--- src/hdl/i2r_pkg.sv ---
// ----------------------------------------------------------------------------
// i2r_pkg
// Shared types, letter codes and digit pattern functions for the
// integer to Roman numeral encoder.
// ----------------------------------------------------------------------------
package i2r_pkg;

  localparam int unsigned ValW  = 12;
  localparam int unsigned SymW  = 7;
  localparam int unsigned DigW  = 4;
  localparam int unsigned NDig  = 4;
  localparam int unsigned MaxVal = 3999;

  localparam logic [SymW-1:0] SYM_NONE = 7'h00;
  localparam logic [SymW-1:0] SYM_I    = 7'h49;
  localparam logic [SymW-1:0] SYM_V    = 7'h56;
  localparam logic [SymW-1:0] SYM_X    = 7'h58;
  localparam logic [SymW-1:0] SYM_L    = 7'h4C;
  localparam logic [SymW-1:0] SYM_C    = 7'h43;
  localparam logic [SymW-1:0] SYM_D    = 7'h44;
  localparam logic [SymW-1:0] SYM_M    = 7'h4D;

  // digit positions, most significant first
  localparam logic [1:0] POS_THOU = 2'd0;
  localparam logic [1:0] POS_HUND = 2'd1;
  localparam logic [1:0] POS_TENS = 2'd2;
  localparam logic [1:0] POS_UNIT = 2'd3;

  typedef enum logic [1:0] {
    S_IDLE,
    S_SPLIT,
    S_EMIT
  } state_t;

  typedef struct packed {
    logic load;
    logic split;
    logic emit;
  } cmd_t;

  typedef struct packed {
    logic bad;
    logic split_last;
    logic emit_last;
    logic out_free;
  } sts_t;

  // number of letters a digit produces at a position
  function automatic logic [2:0] dig_len(input logic [1:0] pos, input logic [DigW-1:0] d);
    logic [2:0] n;
    n = 3'd0;
    if (pos == POS_THOU) begin
      n = d[2:0];
    end else begin
      unique case (d)
        4'd0:    n = 3'd0;
        4'd1:    n = 3'd1;
        4'd2:    n = 3'd2;
        4'd3:    n = 3'd3;
        4'd4:    n = 3'd2;
        4'd5:    n = 3'd1;
        4'd6:    n = 3'd2;
        4'd7:    n = 3'd3;
        4'd8:    n = 3'd4;
        4'd9:    n = 3'd2;
        default: n = 3'd0;
      endcase
    end
    return n;
  endfunction

  // letter number j of digit d at a position
  function automatic logic [SymW-1:0] dig_sym(input logic [1:0] pos,
                                              input logic [DigW-1:0] d,
                                              input logic [1:0] j);
    logic [SymW-1:0] one;
    logic [SymW-1:0] five;
    logic [SymW-1:0] ten;
    logic [SymW-1:0] s;
    unique case (pos)
      POS_THOU: begin one = SYM_M; five = SYM_M; ten = SYM_M; end
      POS_HUND: begin one = SYM_C; five = SYM_D; ten = SYM_M; end
      POS_TENS: begin one = SYM_X; five = SYM_L; ten = SYM_C; end
      default:  begin one = SYM_I; five = SYM_V; ten = SYM_X; end
    endcase
    if (pos == POS_THOU) begin
      s = one;
    end else if (d == 4'd4) begin
      s = (j == 2'd0) ? one : five;
    end else if (d == 4'd9) begin
      s = (j == 2'd0) ? one : ten;
    end else if (d >= 4'd5) begin
      s = (j == 2'd0) ? five : one;
    end else begin
      s = one;
    end
    return s;
  endfunction

endpackage

--- src/hdl/integer_to_roman_encoder_top.sv ---
// ----------------------------------------------------------------------------
// integer_to_roman_encoder_top
// Converts a binary number to its Roman numeral, one ASCII letter per beat.
// ----------------------------------------------------------------------------
// One number at a time. A valid number (1 to 3999) is accepted, split into
// decimal digits (thousands, hundreds and tens one per cycle through a shared
// compare-and-subtract unit, the units digit as the remainder left with the
// tens), then emitted as its letters, one per beat, holding while the output
// stalls. Out-of-range input (0 or above 3999) gives one beat with symbol 0,
// last and error set. A new number is accepted while the final letter of the
// previous one still sits in the output register.
module integer_to_roman_encoder_top import i2r_pkg::*; (
  input  logic            clk,
  input  logic            rst,
  input  logic            in_valid,
  output logic            in_ready,
  input  logic [ValW-1:0] value,
  output logic            out_valid,
  input  logic            out_ready,
  output logic [SymW-1:0] symbol,
  output logic            last,
  output logic            error
);

  cmd_t cmd;
  sts_t sts;

  i2r_ctrl u_ctrl (
    .clk      (clk),
    .rst      (rst),
    .in_valid (in_valid),
    .in_ready (in_ready),
    .sts      (sts),
    .cmd      (cmd)
  );

  i2r_dp u_dp (
    .clk       (clk),
    .rst       (rst),
    .cmd       (cmd),
    .sts       (sts),
    .value     (value),
    .out_valid (out_valid),
    .out_ready (out_ready),
    .symbol    (symbol),
    .last      (last),
    .error     (error)
  );

endmodule

--- src/hdl/i2r_ctrl.sv ---
// ----------------------------------------------------------------------------
// i2r_ctrl
// Sequencer: accept a number, split it into digits, then emit letters (an out-of-range number skips the split).
// ----------------------------------------------------------------------------
module i2r_ctrl import i2r_pkg::*; (
  input  logic clk,
  input  logic rst,
  input  logic in_valid,
  output logic in_ready,
  input  sts_t sts,
  output cmd_t cmd
);

  state_t state;
  state_t state_next;

  always_ff @(posedge clk) begin
    if (rst) begin
      state <= S_IDLE;
    end else begin
      state <= state_next;
    end
  end

  always_comb begin
    state_next = state;
    unique case (state)
      S_IDLE: begin
        if (in_valid) begin
          state_next = sts.bad ? S_EMIT : S_SPLIT;
        end
      end
      S_SPLIT: begin
        if (sts.split_last) begin
          state_next = S_EMIT;
        end
      end
      S_EMIT: begin
        if (sts.out_free && sts.emit_last) begin
          state_next = S_IDLE;
        end
      end
      default: state_next = S_IDLE;
    endcase
  end

  always_comb begin
    cmd      = '0;
    in_ready = 1'b0;
    unique case (state)
      S_IDLE: begin
        in_ready = 1'b1;
        cmd.load = in_valid;
      end
      S_SPLIT: cmd.split = 1'b1;
      S_EMIT:  cmd.emit  = sts.out_free;
      default: ;
    endcase
  end

  a_last_to_idle: assert property (@(posedge clk) disable iff (rst)
    cmd.emit && sts.emit_last |=> state == S_IDLE)
    else $error("final letter did not return to idle");

  a_load_in_idle: assert property (@(posedge clk) disable iff (rst)
    cmd.load |-> state == S_IDLE && in_valid)
    else $error("load outside idle");

  a_one_cmd: assert property (@(posedge clk) disable iff (rst)
    $onehot0(cmd))
    else $error("more than one command at once");

endmodule

--- src/hdl/i2r_dp.sv ---
// ----------------------------------------------------------------------------
// i2r_dp
// Digit split (one decimal digit per cycle, the units digit with the tens),
// letter generation and output register.
// ----------------------------------------------------------------------------
module i2r_dp import i2r_pkg::*; (
  input  logic            clk,
  input  logic            rst,
  input  cmd_t            cmd,
  output sts_t            sts,
  input  logic [ValW-1:0] value,
  output logic            out_valid,
  input  logic            out_ready,
  output logic [SymW-1:0] symbol,
  output logic            last,
  output logic            error
);

  logic [ValW-1:0] rem;
  logic [ValW-1:0] rem_next;
  logic [1:0]      step;
  logic [DigW-1:0] dig [NDig];
  logic [DigW-1:0] dig_next;
  logic [NDig-1:0] mask;
  logic [1:0]      j;
  logic            err;

  logic [13:0]     mult;
  logic [13:0]     sub;

  logic [1:0]      pos;
  logic [DigW-1:0] cur;
  logic [2:0]      len;
  logic            dig_end;
  logic [NDig-1:0] others;
  logic [SymW-1:0] sym_cur;

  // largest multiple of the current scale not above the remainder
  always_comb begin
    dig_next = '0;
    sub      = '0;
    for (int k = 1; k <= 9; k++) begin
      unique case (step)
        2'd0:    mult = 14'(k * 1000);
        2'd1:    mult = 14'(k * 100);
        default: mult = 14'(k * 10);
      endcase
      if ({2'b00, rem} >= mult) begin
        dig_next = DigW'(k);
        sub      = mult;
      end
    end
    rem_next = rem - sub[ValW-1:0];
  end

  always_comb begin
    pos = POS_UNIT;
    for (int p = NDig - 1; p >= 0; p--) begin
      if (mask[p]) begin
        pos = 2'(p);
      end
    end
  end

  assign cur     = dig[pos];
  assign len     = dig_len(pos, cur);
  assign sym_cur = dig_sym(pos, cur, j);
  assign dig_end = ({1'b0, j} == len - 3'd1);
  assign others  = mask & ~(NDig'(1) << pos);

  assign sts.bad        = (value == '0) || (value > ValW'(MaxVal));
  assign sts.split_last = (step == 2'd2);
  assign sts.emit_last  = err || (dig_end && (others == '0));
  assign sts.out_free   = !out_valid || out_ready;

  always_ff @(posedge clk) begin
    if (rst) begin
      mask <= '0;
      err  <= 1'b0;
      step <= '0;
      j    <= '0;
    end else if (cmd.load) begin
      rem  <= value;
      err  <= sts.bad;
      step <= '0;
      mask <= '0;
      j    <= '0;
    end else if (cmd.split) begin
      rem          <= rem_next;
      step         <= step + 2'd1;
      dig[step]    <= dig_next;
      mask[step]   <= (dig_next != '0);
      if (step == 2'd2) begin
        dig[POS_UNIT]  <= rem_next[DigW-1:0];
        mask[POS_UNIT] <= (rem_next != '0);
      end
    end else if (cmd.emit && !err) begin
      if (dig_end) begin
        mask[pos] <= 1'b0;
        j         <= '0;
      end else begin
        j <= j + 2'd1;
      end
    end
  end

  always_ff @(posedge clk) begin
    if (rst) begin
      out_valid <= 1'b0;
    end else if (cmd.emit) begin
      out_valid <= 1'b1;
    end else if (out_ready) begin
      out_valid <= 1'b0;
    end
  end

  always_ff @(posedge clk) begin
    if (cmd.emit) begin
      symbol <= err ? SYM_NONE : sym_cur;
      last   <= sts.emit_last;
      error  <= err;
    end
  end

  a_emit_has_work: assert property (@(posedge clk) disable iff (rst)
    cmd.emit |-> (err || mask != '0))
    else $error("letter emitted with no digit pending");

  a_err_beat: assert property (@(posedge clk) disable iff (rst)
    out_valid && error |-> last && symbol == SYM_NONE)
    else $error("error beat malformed");

  a_digits_range: assert property (@(posedge clk) disable iff (rst)
    cmd.split && sts.split_last |=>
      dig[POS_THOU] <= 4'd3 && dig[POS_HUND] <= 4'd9 &&
      dig[POS_TENS] <= 4'd9 && dig[POS_UNIT] <= 4'd9)
    else $error("decimal digit out of range after split");

endmodule

--- config.mk ---
export PLATFORM = sky130hd
export DESIGN_NAME = integer_to_roman_encoder_top
export DESIGN_NICKNAME = d
export VERILOG_FILES = /design/src/hdl/i2r_pkg.sv /design/src/hdl/integer_to_roman_encoder_top.sv /design/src/hdl/i2r_ctrl.sv /design/src/hdl/i2r_dp.sv
export SDC_FILE = /design/constraint.sdc
export NUM_CORES = 1
export LEC_CHECK = 0
export BUFFER_PORTS_ARGS = -buffer_cell sky130_fd_sc_hd__buf_4
export CORE_MARGIN = 1
export CORE_UTILIZATION = 53
export DETAILED_ROUTE_END_ITERATION = 10
export PLACE_DENSITY = 0.82
export SETUP_SLACK_MARGIN = 0.1
export SYNTH_ARGS = -nofsm -noshare
export SYNTH_HDL_FRONTEND = slang
export SYNTH_HIERARCHICAL = 1
export SYNTH_SLANG_ARGS = --single-unit
--- constraint.sdc ---
create_clock -name clk -period 16.6 [get_ports clk]
set_clock_uncertainty 0.05 [all_clocks]
set_input_delay 2.49 -clock clk [delete_from_list [all_inputs] [get_ports clk]]
set_output_delay 2.49 -clock clk [all_outputs]
set_load 0.02 [all_outputs]
==> flow_summary.rst, run 1 <==
.. list-table::
   :header-rows: 1

   * - Metric
     - Value
   * - Insertion delay to the later sink of the worst-skew pair
     - 310 ps
   * - Number of distinct library cells after synthesis
     - 88
   * - Ranking of synthesized cells by area
     - sky130_fd_sc_hd__edfxtp_1 (22%), sky130_fd_sc_hd__ha_1 (14%), sky130_fd_sc_hd__dfxtp_1 (4.9%)
   * - Setup ws final
     - 9675 ps
   * - TritonCTS sink count
     - 48
   * - Mean number of vias per cell
     - 6.699
   * - Critical path data arrival time
     - 7090 ps
   * - Total cell area at the placement stage
     - 5100 um2
   * - Number of violations of the max-capacitance limit
     - 0
   * - Most frequent cell on the critical path
     - sky130_fd_sc_hd__ha_1
   * - Run status
     - complete, no violations
   * - Number of flops mapped to enable cells by yosys
     - 36
   * - Die Outline Area
     - 9582 um2
   * - Setup repair after global routing missed its margin
     - no
   * - Ratio of cells with drive above 1 in the final layout
     - 11.60%
   * - Antenna violations before repair
     - 0
   * - Total power draw
     - 0.0007360 W
   * - Hold_buf cts
     - 0
   * - Net count of the finished layout
     - 656
   * - Top library cells by usage in the layout, fill and taps aside
     - sky130_fd_sc_hd__nor2_1 (55), sky130_fd_sc_hd__ha_1 (54), sky130_fd_sc_hd__nand2_1 (52), sky130_fd_sc_hd__edfxtp_1 (36), sky130_fd_sc_hd__a21oi_1 (35)
   * - Antenna Diode Count
     - 0
   * - Vias after detailed routing
     - 4,649
   * - Top_reg_cell synth
     - sky130_fd_sc_hd__edfxtp_1
   * - Post-placement worst setup slack
     - 9831 ps
   * - Post-CTS clock slew at the launch and capture registers of the worst setup and hold paths
     - 100 ps
   * - Commonest non-fill, non-tap cell in the layout
     - sky130_fd_sc_hd__nor2_1
   * - Clock root buffer master
     - sky130_fd_sc_hd__clkbuf_8
   * - Filler cell count
     - 741
   * - Gpl congestion
     - 0.9509
   * - Sort of element at the end of the critical path
     - flip-flop
   * - Sum of negative setup slack
     - 0 ps
   * - Fraction of synthesized cell area taken by the top area cell type
     - 22.18%
   * - Clk buf depth
     - 2
   * - Worst Hold Margin
     - 449.3 ps
   * - Worst slew margin
     - 32.29%
   * - Drt wl/cell
     - 20.12 um
   * - Largest net degree at the start of global routing
     - 24
   * - Core Box Area
     - 8806 um2
   * - Avg Synthesized Cell Area
     - 8.505 um2
   * - Clock period minus final worst setup slack
     - 6925 ps
   * - Slowest stage cell, crit path
     - sky130_fd_sc_hd__o211ai_1
   * - Synthesis-to-finish area growth
     - 7.009%
   * - First-pass GRT wire length
     - 22,690 um
   * - HPWL after detailed placement
     - 10,600 um
   * - Startpoint type of the worst setup path
     - flip-flop
   * - Drc violations
     - 0
   * - Number of instances in the synthesized netlist
     - 573
   * - Worst Max-Slew Pin Slew
     - 1011 ps
   * - Number of setup buffers added after CTS
     - 0
   * - Site Rows
     - 34
   * - Flop and latch count out of synthesis
     - 48
   * - Final critical-path share of the clock period
     - 41.72%
   * - Final Hold Violating Endpoints
     - 0
   * - Total leakage power
     - 2.082 nW
   * - Cell area after synthesis
     - 4873 um2
   * - Category of the most critical setup path
     - reg2reg
   * - Achievable frequency
     - 144.4 MHz
   * - Iteration-0 DRC Markers
     - 390
   * - Horizontal die dimension
     - 97.89 um
   * - Starting density of the core
     - 55.34%
   * - Cell type with the largest total area after synthesis
     - sky130_fd_sc_hd__edfxtp_1
   * - Die outline height
     - 97.89 um
   * - Overflow left after global routing
     - 0
   * - Required time reported for the critical path endpoint
     - 16,760 ps
   * - Input/output buffers
     - 25
   * - Detailed Route WL
     - 13,970 um
   * - Number of CTS-inserted buffers
     - 5
   * - Ordered list of cells on the worst path
     - inv_1 > ha_1 > inv_1 > ha_1 > nand2_1 > nor4_1 > nand2b_1 > o211ai_1 > nor2_1 > a32oi_1 > o21ai_0 > a21oi_1 > ha_1 > nor2b_1 > o21a_1 > or3_1 > a2111oi_0 > o2111ai_1 > nor4_1 > mux2_4 > o21ai_2
   * - Final setup violation count
     - 0
   * - Number of routed nets with antenna violations
     - 0
   * - Ports placed on the boundary
     - 27
   * - Power density of the placed cells
     - 141.1 nW/um2
   * - Yosys synthesis warning count
     - 6
   * - Class of the most critical hold timing path
     - reg2reg
   * - Gr usage total
     - 29.91%
   * - CTS-repair resized insts
     - 0
   * - Slew Viols, Final
     - 0
   * - Max Fanout on Critical Path
     - 23
   * - Clock tree from TritonCTS
     - yes
   * - Via count of the first global-routing pass
     - 4,387
   * - Final std cell area, no fill
     - 5215 um2
   * - Max VDD drop
     - 0.0001047 V
   * - Worst stage delay on the critical path
     - 800 ps
   * - Level count of the clock H-tree
     - 2
   * - Net count after synthesis
     - 644
   * - Area taken by flip-flops and latches
     - 1321 um2
   * - Area of combinational cells with multiple inputs
     - 3317 um2
   * - Portion of the post-synthesis area used by sequential elements
     - 27.11%
   * - Drt pass-1 iters
     - 7
   * - Share of flip-flops with an asynchronous set or reset after synthesis
     - 0%
synth_stat cells, types with 4 or more instances:
library cell / n
sky130_fd_sc_hd__nand4_1: 4
sky130_fd_sc_hd__mux2_2: 7
sky130_fd_sc_hd__a21o_1: 6
sky130_fd_sc_hd__nand3_1: 25
sky130_fd_sc_hd__buf_2: 5
sky130_fd_sc_hd__nand2b_1: 13
sky130_fd_sc_hd__and3_1: 8
sky130_fd_sc_hd__mux2i_1: 7
sky130_fd_sc_hd__a31oi_1: 9
sky130_fd_sc_hd__a21oi_1: 35
sky130_fd_sc_hd__nor3_1: 14
sky130_fd_sc_hd__edfxtp_1: 36
sky130_fd_sc_hd__o21ai_0: 25
sky130_fd_sc_hd__or3_1: 6
sky130_fd_sc_hd__nor2_1: 55
sky130_fd_sc_hd__xor2_1: 5
sky130_fd_sc_hd__nor3b_1: 5
sky130_fd_sc_hd__ha_1: 54
sky130_fd_sc_hd__dfxtp_1: 12
sky130_fd_sc_hd__o31ai_1: 4
sky130_fd_sc_hd__o2111ai_1: 6
sky130_fd_sc_hd__nand2_1: 52
sky130_fd_sc_hd__a211oi_1: 7
sky130_fd_sc_hd__nor4_1: 7
sky130_fd_sc_hd__clkbuf_1: 10
sky130_fd_sc_hd__nor2b_1: 10
sky130_fd_sc_hd__or2_2: 5
sky130_fd_sc_hd__o211ai_1: 4
sky130_fd_sc_hd__o221ai_1: 4
sky130_fd_sc_hd__inv_1: 34
sky130_fd_sc_hd__and2_1: 5
sky130_fd_sc_hd__o22ai_1: 4
cells by family after synthesis:
kind of cell / share of synthesized area (%)
buffers and inverters: 4.929
AOI/OAI and AO/OA: 24.60
xor gates and xnor gates: 1.438
other: 0.07695
and+or+nand+nor: 24.21
muxes: 3.363
adders and majority gates: 14.27
DFF: 27.11
report_power, final:
part | switching (W) | internal (W)
clock | 0.0000420 | 0.0000454
sequential | 0.0000307 | 0.000155
combinational | 0.000279 | 0.000184
state kept, by name (all words and copies together) (netlist names):
name and count:
u_dp/last 1, u_dp/dig 16, u_dp/j 2, u_dp/out_valid 1, u_dp/mask 4, u_dp/error 1
u_dp/rem 12, u_dp/symbol 6, u_dp/err 1, u_ctrl/state 2, u_dp/step 2
worst max-delay path: cells and delay by family (launching register included):
family | cells | cell delay [ps]
AOI/OAI and AO/OA | 8 | 2470
adders and majority gates | 3 | 1580
buffers and inverters | 2 | 710
DFF | 1 | 460
muxes | 1 | 200
and+or+nand+nor | 7 | 1370
worst paths after layout:
| check | depth (start not counted) | end | slack, ps | startpoint |
|---|---|---|---|---|
| min reg2reg | 2 | u_dp/j[1] | 450 | u_dp/j[1] |
| min | 2 | u_dp/j[1] | 450 | u_dp/j[1] |
| max reg2reg | 21 | u_dp/mask[3] | 9670 | u_dp/step[1] |
| max | 21 | u_dp/mask[3] | 9670 | u_dp/step[1] |
routing by layer:
metal	track usage (%)	vias to the layer above	share of wire, %
met5	0	-	0
met4	11.66	0	3.4
met3	7.301	38	10
met2	47.13	261	45
met1	39.53	2150	42
li1	-	2200	-
cell type report:
class | instances | share of cell area (%)
Tap cell | 108 | 2.591
Sequential cell | 48 | 25.34
Clock inverter | 3 | 0.8877
Multi-Input combinational cell | 469 | 63.60
Clock buffer | 5 | 1.320
Timing Repair Buffer | 26 | 3.743
Inverter | 35 | 2.519
per-stage QoR:
stage,std cells,utilization (%)
6_report,694,59.22
5_1_grt,694,59.22
4_1_cts,694,59.22
3_5_place_dp,686,57.91
3_3_place_gp,686,57.91
2_1_floorplan,573,-
Note: power is estimated with default switching activity, not from simulation.
==> inputs of run 2 (changes only) <==
Settings changed: PLACE_DENSITY 0.82 to 0.84.
Clock period 16.6 ns to 5.6 ns, I/O delays scaled along.
==> run 2 against run 1 <==
  * Cell count up 3.2%
  * Non-clock buffer count is 22 higher
  * Combinational power grew to 3.4 times the previous value
  * Critical path depth unchanged
  * Final area rose by 4.9%
  * Wire length rose by 4.8%
  * Global-route usage increased by 0.19 points
  * First-iteration DRC count is 3.1% higher
  * Largest power group unchanged
  * Core utilization increased by 2.9 points
  * Maximum frequency rose by 30%
  * Setup slack worse by 9400 ps
==> flow_summary.rst, run 2 (same netlist as run 1, synthesis figures left out) <==
.. list-table::
   :header-rows: 1

   * - Metric
     - Value
   * - Overflow left after global routing
     - 0 (unchanged)
   * - Number of CTS-inserted buffers
     - 5 (unchanged)
   * - Die Outline Area
     - 9582 um2 (unchanged)
   * - Worst Hold Margin
     - 456.9 ps (was 449.3 ps)
   * - Largest net degree at the start of global routing
     - 24 (unchanged)
   * - Power density of the placed cells
     - 435.4 nW/um2 (was 141.1 nW/um2)
   * - Filler cell count
     - 743 (was 741)
   * - Drt pass-1 iters
     - 7 (unchanged)
   * - Net count of the finished layout
     - 678 (was 656)
   * - Worst Max-Slew Pin Slew
     - 910.7 ps (was 1011 ps)
   * - Via count of the first global-routing pass
     - 4,609 (was 4,387)
   * - Final setup violation count
     - 0 (unchanged)
   * - Post-CTS clock slew at the launch and capture registers of the worst setup and hold paths
     - 100 ps (about the same)
   * - Clock root buffer master
     - sky130_fd_sc_hd__clkbuf_8 (unchanged)
   * - Register ranked first by flip-flop count
     - u_dp/dig (unchanged)
   * - Total leakage power
     - 2.196 nW (was 2.082 nW)
   * - Horizontal die dimension
     - 97.89 um (unchanged)
   * - Category of the most critical setup path
     - reg2reg (unchanged)
   * - Die outline height
     - 97.89 um (unchanged)
   * - Antenna Diode Count
     - 0 (unchanged)
   * - Level count of the clock H-tree
     - 2 (unchanged)
   * - First-pass GRT wire length
     - 22,980 um (was 22,690 um)
   * - Number of violations of the max-capacitance limit
     - 0 (unchanged)
   * - Clock tree from TritonCTS
     - yes (unchanged)
   * - Clock period minus final worst setup slack
     - 5342 ps (was 6925 ps)
   * - Total length of routed met3 wires
     - 1442 um (was 1424 um)
   * - Antenna violations before repair
     - 0 (unchanged)
   * - Max VDD drop
     - 0.0003408 V (was 0.0001047 V)
   * - Area of combinational cells with multiple inputs
     - 3401 um2 (was 3317 um2)
   * - Number of routed nets with antenna violations
     - 0 (unchanged)
   * - Ratio of cells with drive above 1 in the final layout
     - 17.27% (was 11.60%)
   * - Clk buf depth
     - 2 (unchanged)
   * - Iteration-0 DRC Markers
     - 402 (was 390)
   * - Slew Viols, Final
     - 0 (unchanged)
   * - Gr usage total
     - 30.10% (was 29.91%)
   * - HPWL after detailed placement
     - 10,790 um (was 10,600 um)
   * - Input/output buffers
     - 25 (unchanged)
   * - Mean number of vias per cell
     - 6.858 (was 6.699)
   * - Commonest non-fill, non-tap cell in the layout
     - sky130_fd_sc_hd__nor2_1 (unchanged)
   * - Class of the most critical hold timing path
     - reg2reg (unchanged)
   * - Final Hold Violating Endpoints
     - 0 (unchanged)
   * - Startpoint type of the worst setup path
     - flip-flop (unchanged)
   * - Sort of element at the end of the critical path
     - flip-flop (unchanged)
   * - Synthesis-to-finish area growth
     - 12.22% (was 7.009%)
   * - Ordered list of cells on the worst path
     - inv_2 > ha_4 > inv_1 > buf_4 > ha_1 > or3b_1 > nand3_1 > or4_1 > a21o_1 > nor3b_1 > a2111o_1 > a41oi_2 > o21ba_2 > ha_1 > o2111a_1 > or3_1 > a2111o_1 > nand3_1 > nor3_1 > mux2_4 > o21ai_2 (was inv_1 > ha_1 > inv_1 > ha_1 > nand2_1 > nor4_1 > nand2b_1 > o211ai_1 > nor2_1 > a32oi_1 > o21ai_0 > a21oi_1 > ha_1 > nor2b_1 > o21a_1 > or3_1 > a2111oi_0 > o2111ai_1 > nor4_1 > mux2_4 > o21ai_2)
   * - Buffer and inverter count on the worst path
     - 3 (was 2)
   * - Critical path data arrival time
     - 5550 ps (was 7090 ps)
   * - Area taken by flip-flops and latches
     - 1323 um2 (was 1321 um2)
   * - Final critical-path share of the clock period
     - 95.39% (was 41.72%)
   * - DR top layer
     - met4 (unchanged)
   * - Drc violations
     - 0 (unchanged)
   * - Core Box Area
     - 8806 um2 (unchanged)
   * - Met2 WL
     - 6666 um (was 6247 um)
   * - Gpl congestion
     - 0.9739 (was 0.9509)
   * - Leading registers by flop count
     - u_dp/dig (16), u_dp/rem (12), u_dp/symbol (6) (unchanged)
   * - Slowest stage cell, crit path
     - sky130_fd_sc_hd__or4_1 (was sky130_fd_sc_hd__o211ai_1)
   * - Sum of negative setup slack
     - 0 ps (unchanged)
   * - Worst path top cell family by delay
     - compound AO/OA/AOI/OAI gates (unchanged)
   * - Site Rows
     - 34 (unchanged)
   * - Drt wl/cell
     - 20.44 um (was 20.12 um)
   * - Run status
     - complete, no violations (unchanged)
   * - Total power draw
     - 0.002381 W (was 0.0007360 W)
   * - Flip-flop count of the largest register, all copies and words added
     - 16 (unchanged)
   * - Hold_buf cts
     - 0 (unchanged)
   * - Vias after detailed routing
     - 4,910 (was 4,649)
   * - Max Fanout on Critical Path
     - 7 (was 23)
   * - Setup repair after global routing missed its margin
     - no (unchanged)
   * - Worst slew margin
     - 39.28% (was 32.29%)
   * - Starting density of the core
     - 55.34% (unchanged)
   * - TritonCTS sink count
     - 48 (unchanged)
   * - Detailed Route WL
     - 14,640 um (was 13,970 um)
   * - Achievable frequency
     - 187.2 MHz (was 144.4 MHz)
   * - Insertion delay to the later sink of the worst-skew pair
     - 310 ps (about the same)
   * - Ports placed on the boundary
     - 27 (unchanged)
   * - Required time reported for the critical path endpoint
     - 5810 ps (was 16,760 ps)
   * - Worst stage delay on the critical path
     - 500 ps (was 800 ps)
   * - Top library cells by usage in the layout, fill and taps aside
     - sky130_fd_sc_hd__nor2_1 (54), sky130_fd_sc_hd__nand2_1 (52), sky130_fd_sc_hd__ha_1 (52), sky130_fd_sc_hd__buf_4 (48), sky130_fd_sc_hd__edfxtp_1 (36) (was sky130_fd_sc_hd__nor2_1 (55), sky130_fd_sc_hd__ha_1 (54), sky130_fd_sc_hd__nand2_1 (52), sky130_fd_sc_hd__edfxtp_1 (36), sky130_fd_sc_hd__a21oi_1 (35))
   * - Routed length on met1
     - 5903 um (was 5814 um)
==> run 2: cell type report <==
| class | count | area share, % |
|---|---|---|
| multi-input combinational | 469 | 62.18 |
| sequential | 48 | 24.18 |
| timing repair buffer | 48 | 6.589 |
| inverter | 35 | 2.471 |
| tap | 108 | 2.471 |
| clock buffer | 5 | 1.258 |
| clock inverter | 3 | 0.8465 |
==> run 2: worst paths after layout <==
kind                startpoint            to  slack [ps]  cells past startpoint
hold reg to reg      u_dp/j[0]     u_dp/j[0]         460                      2
hold / removal       u_dp/j[0]     u_dp/j[0]         460                      2
setup reg to reg  u_dp/step[1]  u_dp/mask[3]         260                     21
setup / recovery  u_dp/step[1]  u_dp/mask[3]         260                     21
==> run 2: worst min-delay path, delay by kind of cell, from the launching register on <==
kind            cells  cell delay (ps)
flops               1              350
compound gates      1               50
simple gates        1               60
==> run 2: repair_timing <==
action | in CTS | in global routing
pin swaps | 0 | 3
resized for setup | 1 | 22
cloned | 0 | 0
buffers inserted | 0 | 1
setup endpoints to repair | 1 | 3
==> run 2: per-layer routing <==
| layer | vias to the layer above | track usage, % |
|---|---|---|
| li1 | 2229 | - |
| met1 | 2290 | 41.00 |
| met2 | 317 | 48.54 |
| met3 | 74 | 4.009 |
| met4 | 0 | 11.66 |
| met5 | - | 0 |
==> run 2: report_power, final <==
group | internal [W] | switching (W)
combinational | 0.000617 | 0.000978
sequential | 0.000460 | 0.0000670
clock | 0.000135 | 0.000125
total | 0.00121 | 0.00117
==> run 2: per-stage QoR <==
step | std cells | instance area [um2] | utilization [%] | setup slack (ps)
2_1_floorplan | 573 | 4873 | - | 327.1
3_3_place_gp | 707 | 5258 | 59.70 | 270.6
3_5_place_dp | 707 | 5258 | 59.70 | 172.7
4_1_cts | 715 | 5375 | 61.04 | 197.2
5_1_grt | 716 | 5469 | 62.11 | 52.32
6_report | 716 | 5469 | 62.11 | 258.0
==> inputs of run 3 (changes only) <==
Settings changed: PLACE_DENSITY 0.84 to 0.82.
Clock period 5.6 ns to 6.6 ns, I/O delays scaled along.
==> run 3 against run 2 <==
  * Sequential power down 12%
  * Register-to-register slack improved by 330 ps
  * Final area decreased by 3.3%
  * Via count down 3.5%
  * Sequential share of layout area grew 0.81 points
  * Power fell by 22%
  * Combinational power down 26%
  * Core utilization decreased by 2.1 points
  * Count of clock-buffer cells in the layout unchanged
  * Global-route usage is 0.45 points higher
  * Non-clock buffer count shrank 13
  * First-iteration DRC count grew 38%
==> flow_summary.rst, run 3 (same netlist as run 1, synthesis figures left out) <==
.. list-table::
   :header-rows: 1

   * - Metric
     - Value
   * - Run status
     - complete, no violations (unchanged)
   * - Hold_buf cts
     - 0 (unchanged)
   * - Post-CTS clock slew at the launch and capture registers of the worst setup and hold paths
     - 90 ps (was 100 ps)
   * - Total cell area at the placement stage
     - 5167 um2 (was 5258 um2)
   * - Number of cells traversed by the worst hold path
     - 2 (unchanged)
   * - Net count of the finished layout
     - 665 (was 678)
   * - Setup ws final
     - 587.5 ps (was 258.0 ps)
   * - Synthesis-to-finish area growth
     - 8.472% (was 12.22%)
   * - Clk buf depth
     - 2 (unchanged)
   * - Sum of negative setup slack
     - 0 ps (unchanged)
   * - Antenna Diode Count
     - 0 (unchanged)
   * - Site Rows
     - 34 (unchanged)
   * - Ratio of cells with drive above 1 in the final layout
     - 13.11% (was 17.27%)
   * - Antenna violations before repair
     - 0 (unchanged)
   * - Drt pass-1 iters
     - 6 (was 7)
   * - Sort of element at the end of the critical path
     - flip-flop (unchanged)
   * - Via count of the first global-routing pass
     - 4,557 (was 4,609)
   * - Slew Viols, Final
     - 0 (unchanged)
   * - Level count of the clock H-tree
     - 2 (unchanged)
   * - Worst R2R Setup Slack
     - 590 ps (was 260 ps)
   * - Final Hold Violating Endpoints
     - 0 (unchanged)
   * - First-pass GRT wire length
     - 23,380 um (was 22,980 um)
   * - Number of CTS-inserted buffers
     - 5 (unchanged)
   * - Drt wl/cell
     - 20.20 um (was 20.44 um)
   * - Worst stage delay on the critical path
     - 590 ps (was 500 ps)
   * - Category of the most critical setup path
     - reg2reg (unchanged)
   * - Overflow left after global routing
     - 0 (unchanged)
   * - Worst Max-Slew Pin Slew
     - 892.5 ps (was 910.7 ps)
   * - Count of cells along the worst register-to-register path
     - 23 (was 21)
   * - Clock tree from TritonCTS
     - yes (unchanged)
   * - Number of violations of the max-capacitance limit
     - 0 (unchanged)
   * - Area of combinational cells with multiple inputs
     - 3319 um2 (was 3401 um2)
   * - Die Outline Area
     - 9582 um2 (unchanged)
   * - Clock root buffer master
     - sky130_fd_sc_hd__clkbuf_8 (unchanged)
   * - Horizontal die dimension
     - 97.89 um (unchanged)
   * - HPWL after detailed placement
     - 10,990 um (was 10,790 um)
   * - Top library cells by usage in the layout, fill and taps aside
     - sky130_fd_sc_hd__nor2_1 (54), sky130_fd_sc_hd__ha_1 (54), sky130_fd_sc_hd__nand2_1 (52), sky130_fd_sc_hd__edfxtp_1 (36) (was sky130_fd_sc_hd__nor2_1 (54), sky130_fd_sc_hd__nand2_1 (52), sky130_fd_sc_hd__ha_1 (52), sky130_fd_sc_hd__buf_4 (48), sky130_fd_sc_hd__edfxtp_1 (36))
   * - Required time reported for the critical path endpoint
     - 6760 ps (was 5810 ps)
   * - Input/output buffers
     - 25 (unchanged)
   * - Class of the most critical hold timing path
     - reg2reg (unchanged)
   * - Power density of the placed cells
     - 352.0 nW/um2 (was 435.4 nW/um2)
   * - Achievable frequency
     - 166.3 MHz (was 187.2 MHz)
   * - Clock period minus final worst setup slack
     - 6013 ps (was 5342 ps)
   * - Final critical-path share of the clock period
     - 91.10% (was 95.39%)
   * - Vias after detailed routing
     - 4,739 (was 4,910)
   * - Filler cell count
     - 778 (was 743)
   * - Ordered list of cells on the worst path
     - inv_1 > ha_1 > inv_1 > ha_1 > nor2b_1 > a221o_1 > a31oi_1 > o211ai_1 > a21oi_1 > o21ai_0 > a21oi_1 > o22ai_1 > ha_1 > inv_1 > fa_1 > a21oi_1 > o21bai_1 > xor2_1 > a2111oi_0 > o2111ai_1 > nor4_1 > mux2_4 > o21ai_2 (was inv_2 > ha_4 > inv_1 > buf_4 > ha_1 > or3b_1 > nand3_1 > or4_1 > a21o_1 > nor3b_1 > a2111o_1 > a41oi_2 > o21ba_2 > ha_1 > o2111a_1 > or3_1 > a2111o_1 > nand3_1 > nor3_1 > mux2_4 > o21ai_2)
   * - Critical path data arrival time
     - 6170 ps (was 5550 ps)
   * - Total leakage power
     - 2.127 nW (was 2.196 nW)
   * - Ports placed on the boundary
     - 27 (unchanged)
   * - Flip-flop count of the largest register, all copies and words added
     - 16 (unchanged)
   * - Max VDD drop
     - 0.0003215 V (was 0.0003408 V)
   * - CTS-repair resized insts
     - 0 (was 1)
   * - Setup repair after global routing missed its margin
     - no (unchanged)
   * - Largest net degree at the start of global routing
     - 24 (unchanged)
   * - Drc violations
     - 0 (unchanged)
   * - Leading registers by flop count
     - u_dp/dig (16), u_dp/rem (12), u_dp/symbol (6) (unchanged)
   * - Gr usage total
     - 30.55% (was 30.10%)
   * - Iteration-0 DRC Markers
     - 555 (was 402)
   * - Slowest stage cell, crit path
     - sky130_fd_sc_hd__o211ai_1 (was sky130_fd_sc_hd__or4_1)
   * - Gpl congestion
     - 1.034 (was 0.9739)
   * - Hold worst-path end
     - u_dp/j[0] (unchanged)
   * - Startpoint of the worst hold path
     - u_dp/j[0] (unchanged)
   * - Reg2Reg Capture Point
     - u_dp/mask[3] (unchanged)
   * - Final std cell area, no fill
     - 5286 um2 (was 5469 um2)
   * - TritonCTS sink count
     - 48 (unchanged)
   * - Max Fanout on Critical Path
     - 11 (was 7)
   * - Startpoint type of the worst setup path
     - flip-flop (unchanged)
   * - Post-placement worst setup slack
     - 636.9 ps (was 172.7 ps)
   * - Final setup violation count
     - 0 (unchanged)
   * - Detailed Route WL
     - 14,200 um (was 14,640 um)
   * - Worst slew margin
     - 40.50% (was 39.28%)
   * - Area taken by flip-flops and latches
     - 1321 um2 (was 1323 um2)
   * - Number of setup buffers added after CTS
     - 0 (unchanged)
   * - Starting density of the core
     - 55.34% (unchanged)
   * - Core Box Area
     - 8806 um2 (unchanged)
   * - Number of routed nets with antenna violations
     - 0 (unchanged)
   * - Mean number of vias per cell
     - 6.741 (was 6.858)
   * - Critical R2R Launch
     - u_dp/step[1] (unchanged)
   * - Die outline height
     - 97.89 um (unchanged)
   * - Insertion delay to the later sink of the worst-skew pair
     - 300 ps (was 310 ps)
   * - Register ranked first by flip-flop count
     - u_dp/dig (unchanged)
[run 3: cell count changes in the layout (fill, tap and decap cells not counted), sizes merged]
cell and change:
clkinvlp -2, buf -13, inv -1, clkinv +3
[run 3: final cells by class]
cell class	instances	share of cell area (%)
Tap cell	108	2.556
Clock inverter	3	0.8994
Clock buffer	5	1.302
Sequential cell	48	24.99
Timing Repair Buffer	35	4.970
Multi-Input combinational cell	469	62.79
Inverter	35	2.485
[run 3: routing by layer]
| layer | part of all wire, % | GRT usage [%] | vias to the layer above |
|---|---|---|---|
| li1 | - | - | 2210 |
| met1 | 43 | 41.61 | 2192 |
| met2 | 44 | 47.62 | 281 |
| met3 | 9.2 | 6.084 | 56 |
| met4 | 4.0 | 12.12 | 0 |
| met5 | 0 | 0 | - |
[run 3: how the worst max path moves through the flow]
stage,start,endpoint,slack (ps)
finish,u_dp/step[1],u_dp/mask[3],590
floorplan,u_dp/step[1],u_dp/mask[3],1330
detailed placement,u_dp/step[1],u_dp/mask[3],640
global route,u_dp/step[1],u_dp/mask[3],240
global placement,u_dp/step[1],u_dp/mask[3],870
CTS,u_dp/step[1],u_dp/mask[3],630
[run 3: report_power, final]
part / switching [W] / total (W) / internal [W] / leakage (nW)
registers: 0.0000753 / 0.000466 / 0.000390 / 0.429
logic: 0.000706 / 0.00118 / 0.000474 / 1.64
clock network: 0.000101 / 0.000215 / 0.000114 / 0.0583
[run 3: worst max-delay path, delay by kind of cell, from the launching register on]
kind                     cells  cell delay [ps]
multiplexers                 1              210
XOR/XNOR                     1              160
AND/OR/NAND/NOR              2              390
buffers and inverters        3              630
AO/OA/AOI/OAI               12             2680
flip-flops                   1              550
adder cells (fa/ha/maj)      4             1240
[run 3: per-stage QoR]
stage | instances | power, W | hold slack [ps] | util [%]
3_5_place_dp | 695 | 0.001594 | 456.7 | 58.68
5_1_grt | 703 | 0.001986 | 487.9 | 60.03
6_report | 703 | 0.001861 | 476.9 | 60.03
3_3_place_gp | 695 | 0.001578 | 445.1 | 58.68
4_1_cts | 703 | 0.001819 | 470.2 | 60.00
2_1_floorplan | 573 | 0.001304 | 356.4 | -
